File: config.mk
export PLATFORM = sky130hd
export DESIGN_NAME = ckws_ctrl
export DESIGN_NICKNAME = d
export VERILOG_FILES = /design/src/rtl/core/ckws_pkg.sv /design/src/rtl/core/ckws_ctrl.sv
export VERILOG_INCLUDE_DIRS = /design/src /design/src/rtl/core
export SDC_FILE = /design/constraint.sdc
export NUM_CORES = 1
export LEC_CHECK = 0
export BUFFER_PORTS_ARGS = -buffer_cell sky130_fd_sc_hd__buf_4
export CAP_MARGIN = 25
export CORE_AREA = 5 5 42 44
export CTS_BUF_LIST = sky130_fd_sc_hd__clkbuf_4 sky130_fd_sc_hd__clkbuf_8
export CTS_CLUSTER_SIZE = 12
export DETAILED_ROUTE_END_ITERATION = 8
export DIE_AREA = 0 0 47 49
export GPL_TIMING_DRIVEN = 0
export RECOVER_POWER = 50
export SETUP_SLACK_MARGIN = 0.5
export SYNTH_ARGS = -nofsm -noshare
export SYNTH_HDL_FRONTEND = slang
export SYNTH_SLANG_ARGS = --single-unit
File: constraint.sdc
create_clock -name clk -period 2.55 [get_ports clk]
set_input_delay 0.255 -clock clk [delete_from_list [all_inputs] [get_ports clk]]
set_output_delay 0.255 -clock clk [all_outputs]
set_load 0.005 [all_outputs]
File: src/rtl/core/assert_macros.svh
// Assertion macros used by the core RTL controller.
`ifndef ASSERT_MACROS_SVH
`define ASSERT_MACROS_SVH

`ifndef ASSERT_OFF
`define ASSERT_SAME(lbl, ante, cons) \
  lbl: assert property (@(posedge clk) disable iff (!rst_n) (ante) |-> (cons)) \
    else $error("same-cycle assertion failed");
`define ASSERT_NEXT(lbl, ante, cons) \
  lbl: assert property (@(posedge clk) disable iff (!rst_n) (ante) |=> (cons)) \
    else $error("next-cycle assertion failed");
`else
`define ASSERT_SAME(lbl, ante, cons)
`define ASSERT_NEXT(lbl, ante, cons)
`endif

`endif

File: src/rtl/core/ckws_pkg.sv
package ckws_pkg;

  localparam int MAX_KERNEL = 32;
  localparam int KSTORE     = MAX_KERNEL * MAX_KERNEL;
  localparam int ADDR_W     = $clog2(KSTORE);
  localparam int KS_W       = 6;
  localparam int POS_W      = $clog2(MAX_KERNEL);
  localparam int G_W        = $clog2(MAX_KERNEL + 1);
  localparam int WGT_W      = 16;
  localparam int ACC_W      = ADDR_W + WGT_W;
  localparam int SAT_W      = WGT_W + 1;
  localparam int OPA_W      = 9;
  localparam int PROD_W     = SAT_W + OPA_W;
  localparam int SCL_W      = PROD_W + 8;
  localparam int DIFF_W     = 17;
  localparam int ALPHA_W    = 8;

  localparam logic [KS_W-1:0]    KS_RESET  = KS_W'(2);
  localparam logic [SAT_W-1:0]   ONE_Q16   = SAT_W'(65536);
  localparam logic [ALPHA_W-1:0] ALPHA_MAX = ALPHA_W'(255);

  localparam logic MODE_LOAD  = 1'b0;
  localparam logic MODE_QUERY = 1'b1;

  typedef enum logic [2:0] {
    ST_IDLE,
    ST_BOUNDS,
    ST_INIT,
    ST_SUM,
    ST_DRAIN,
    ST_SCALE,
    ST_FINISH,
    ST_DONE
  } state_t;

  typedef struct packed {
    logic load;
    logic capture;
    logic bounds;
    logic init;
    logic issue;
    logic scale;
    logic finish;
  } dp_cmd_t;

  typedef struct packed {
    logic empty;
    logic last;
  } dp_sts_t;

endpackage

File: src/rtl/core/ckws_ctrl.sv
`include "assert_macros.svh"

module ckws_ctrl
  import ckws_pkg::*;
(
  input  logic    clk,
  input  logic    rst_n,
  input  logic    start,
  input  logic    in_mode,
  input  dp_sts_t sts,
  output dp_cmd_t cmd,
  output logic    busy,
  output logic    out_strobe
);

  state_t state_r, state_nxt;

  always_ff @(posedge clk) begin
    if (!rst_n) begin
      state_r <= ST_IDLE;
    end else begin
      state_r <= state_nxt;
    end
  end

  always_comb begin
    state_nxt = state_r;
    unique case (state_r)
      ST_IDLE: begin
        if (start && in_mode == MODE_QUERY) state_nxt = ST_BOUNDS;
      end
      ST_BOUNDS: state_nxt = ST_INIT;
      ST_INIT: begin
        state_nxt = sts.empty ? ST_SCALE : ST_SUM;
      end
      ST_SUM: begin
        if (sts.last) state_nxt = ST_DRAIN;
      end
      ST_DRAIN:  state_nxt = ST_SCALE;
      ST_SCALE:  state_nxt = ST_FINISH;
      ST_FINISH: state_nxt = ST_DONE;
      ST_DONE:   state_nxt = ST_IDLE;
      default:   state_nxt = ST_IDLE;
    endcase
  end

  always_comb begin
    cmd        = '0;
    busy       = 1'b1;
    out_strobe = 1'b0;
    unique case (state_r)
      ST_IDLE: begin
        busy        = 1'b0;
        cmd.load    = start && in_mode == MODE_LOAD;
        cmd.capture = start && in_mode == MODE_QUERY;
      end
      ST_BOUNDS: cmd.bounds = 1'b1;
      ST_INIT:   cmd.init   = 1'b1;
      ST_SUM:    cmd.issue  = 1'b1;
      ST_DRAIN:  cmd        = '0;
      ST_SCALE:  cmd.scale  = 1'b1;
      ST_FINISH: cmd.finish = 1'b1;
      ST_DONE:   out_strobe = 1'b1;
      default:   cmd        = '0;
    endcase
  end

  `ASSERT_NEXT(a_strobe_single, out_strobe, !out_strobe)
  `ASSERT_NEXT(a_query_busy, start && !busy && in_mode == MODE_QUERY, busy)
  `ASSERT_NEXT(a_last_drains, cmd.issue && sts.last, state_r == ST_DRAIN)
  `ASSERT_SAME(a_load_idle, cmd.load, !busy && !cmd.capture)

endmodule

==> load_flow_metrics.sql <==
INSERT INTO impl_metrics (metric_group, metric, value, unit) VALUES
('placed_design', 'placement.io_buffers', '14', ''),
('timing', 'slew-limit-headroom', '74.0', '%'),
('timing', 'tightestPinTransition', '0.390', 'ns'),
('setup_path', 'start_kind', 'flop', ''),
('grt', 'first_pass_grt_wire_length', '1.03', 'mm'),
('setup_path', 'r2r_cells', '4', ''),
('clock_tree', 'ctsRootBufferMaster', 'sky130_fd_sc_hd__clkbuf_4', ''),
('pwr', 'clock_power_share', '38.3', '%'),
('pwr', 'sequential_share_of_power', '22.5', '%'),
('floorplanning', 'fp.dieArea', '2300', 'sq um'),
('route', 'dr.first_iter.drc_count', '6', ''),
('pwr', 'p_leak', '0.199', 'nW'),
('final_layout', 'multi_input_area', '181', 'sq um'),
('final_layout', 'final-instance-count-excl-fill', '70', ''),
('clock_tree', 'cts.sink_count', '3', ''),
('setup_path', 'path_max_fanout', '10', ''),
('setup_path', 'path_delay_family', 'simple AND/OR/NAND/NOR gates', ''),
('floorplanning', 'core', '1400', 'sq um'),
('logic_synthesis', 'yosys_register_bits', '3', ''),
('floorplanning', 'dieHeight', '49', 'microns'),
('logic_synthesis', 'synth_top_cell_area_share', '21.4', '%'),
('clock_tree', 'ctsLongestPathBuffers', '2', ''),
('final_layout', 'register_with_the_highest_flop_count', 'state_r', ''),
('clock_tree', 'cts_made_buffers', '3', ''),
('logic_synthesis', 'yosys_warnings', '0', ''),
('logic_synthesis', 'synth-async-reset-ratio', '0', '%'),
('clock_tree', 'cts_setup_buffers', '0', ''),
('final_layout', 'biggestRegsByFlops', 'state_r: 3 flops', ''),
('setup_path', 'critPathArrivalTime', '1.37', 'ns'),
('route', 'dr_total_vias', '306', ''),
('worst_hold_path', 'whs_path_depth', '3', ''),
('clock_tree', 'cts.repair.resized', '0', ''),
('logic_synthesis', 'avgSynthCellArea', '7.79', 'sq um'),
('final_layout', 'num-nets-final', '61', ''),
('pwr', 'power.switching', '0.0712', 'mW'),
('setup_path', 'slowest_stage', 'sky130_fd_sc_hd__dfxtp_1', ''),
('final_layout', 'antennaDiodeCount', '0', ''),
('placed_design', 'detailedPlacementHpwl', '567', 'microns'),
('pwr', 'p_int', '0.172', 'mW'),
('route', 'route.met2.wl', '335', 'microns'),
('setup_path', 'crit_path_cell_trace', 'clkbuf_1, nor3_2, inv_2, nor3b_2, buf_4', ''),
('final_layout', 'largest_reg_flops', '3', ''),
('logic_synthesis', 'share_of_synthesized_area_occupied_by_flip_flops_and_latches', '21.4', '%'),
('timing', 'report.final.slew_viol_count', '0', ''),
('clock_tree', 'clkTransAtPathRegs', '0.03', 'ns'),
('logic_synthesis', 'postSynthCellCount', '36', ''),
('logic_synthesis', 'synth_top_cell_by_area', 'sky130_fd_sc_hd__dfxtp_1', ''),
('grt', 'grt_antenna_before_repair', '0', ''),
('grt', 'grt_max_degree', '11', ''),
('final_layout', 'proportion_of_layout_cells_with_a_drive_suffix_above_1', '50.0', '%'),
('floorplanning', 'placement_rows', '14', ''),
('final_layout', 'final_common_cell', 'sky130_fd_sc_hd__buf_4', ''),
('logic_synthesis', 'synth-main-ff-cell', 'sky130_fd_sc_hd__dfxtp_1', ''),
('timing', 'timing_hold_violations_final', '0', ''),
('final_layout', 'area_delta_synth_final', '54.9', '%'),
('setup_path', 'worstSetupPathDepth', '5', ''),
('route', 'number_of_iterations_in_the_first_detailed_routing_pass', '4', ''),
('route', 'top_layer', 'met3', ''),
('pwr', 'sw_frac_of_total', '29.3', '%'),
('final_layout', 'layout_common_cells', 'sky130_fd_sc_hd__buf_4 (12), sky130_fd_sc_hd__nor2_1 (6), sky130_fd_sc_hd__clkbuf_4 (6)', ''),
('logic_synthesis', 'synthesis.area', '280', 'sq um'),
('clock_tree', 'cts.htree.levels', '1', ''),
('clock_tree', 'cts_hold_buffers', '0', ''),
('final_layout', 'fillerInstances', '165', ''),
('route', 'final_antenna_net_count', '0', ''),
('clock_tree', 'clkLatencyLatePin', '0.23', 'ns'),
('final_layout', 'ff_latch_area', '60.1', 'sq um'),
('run_status', 'run_status', 'completed', ''),
('logic_synthesis', 'synth_enable_flop_cells', '0', ''),
('floorplanning', 'floorplan.io_pins', '15', ''),
('timing', 'worst_clock_skew', '0.00300', 'ns');
[worst reg2reg max path, cell delays in order, from the launching register on]
cell	delay [ns]
sky130_fd_sc_hd__dfxtp_1	0.31
sky130_fd_sc_hd__clkbuf_1	0.33
sky130_fd_sc_hd__o21ai_0	0.19
sky130_fd_sc_hd__a211oi_2	0.22
sky130_fd_sc_hd__a21boi_2	0.17
[layout make-up]
class / count / share of cell area [%]
sequential: 3 / 13.8
timing repair buffer: 14 / 24.2
tap: 16 / 4.61
buffer: 3 / 6.05
inverter: 3 / 2.59
clock buffer: 4 / 6.92
multi-input combinational: 27 / 41.8
[per-stage QoR]
| stage | hold WS, ns | power [mW] | instance area (sq um) | utilization, % | setup slack [ns] |
|---|---|---|---|---|---|
| global placement | 0.521 | 0.151 | 405 | 28.9 | 1.26 |
| floorplan | 0.415 | 0.117 | 280 | - | 1.41 |
| global route | 0.296 | 0.262 | 434 | 31.0 | 0.830 |
| CTS | 0.294 | 0.251 | 435 | 31.1 | 0.979 |
| detailed placement | 0.537 | 0.153 | 405 | 28.9 | 1.24 |
| finish | 0.302 | 0.243 | 434 | 31.0 | 0.924 |
[layer usage]
| layer | global-route usage [%] | up-vias |
|---|---|---|
| met4 | 4.15 | 0 |
| met5 | 0 | - |
| met1 | 8.75 | 134 |
| met2 | 7.47 | 12 |
| li1 | - | 160 |
| met3 | 3.32 | 0 |
[power groups by stage]
stage | combinational, mW | sequential, mW | clock [mW]
CTS | 0.0976 | 0.0548 | 0.0986
global route | 0.103 | 0.0554 | 0.103
floorplan | 0.0614 | 0.0551 | 0
detailed placement | 0.0973 | 0.0555 | 0
finish | 0.0954 | 0.0548 | 0.0931
global placement | 0.0954 | 0.0554 | 0
[cell usage after synthesis, types with 2 or more instances]
library cell and n:
sky130_fd_sc_hd__buf_6 2, sky130_fd_sc_hd__dfxtp_1 3, sky130_fd_sc_hd__and2_1 3, sky130_fd_sc_hd__o21ai_0 2, sky130_fd_sc_hd__nand2_1 3, sky130_fd_sc_hd__inv_1 2, sky130_fd_sc_hd__nor2_1 6
[cells by family (layout without fill, tap and decap cells)]
kind of cell           count (synthesis)  count (layout)  synth area share [%]
AO/OA/AOI/OAI                         10              10                  28.1
buffers and inverters                  6              24                  13.8
flip-flops                             3               3                  21.4
AND/OR/NAND/NOR                       17              17                  36.6
[path summary, 6_finish.rpt]
check | from | end | slack (ns)
max | state_r[0] | cmd[6] | 0.92
min | rst_n | state_r[0] | 0.30
min reg2reg | state_r[1] | state_r[0] | 0.63
max reg2reg | state_r[0] | state_r[2] | 1.28
Note: power is estimated with default switching activity, not from simulation.
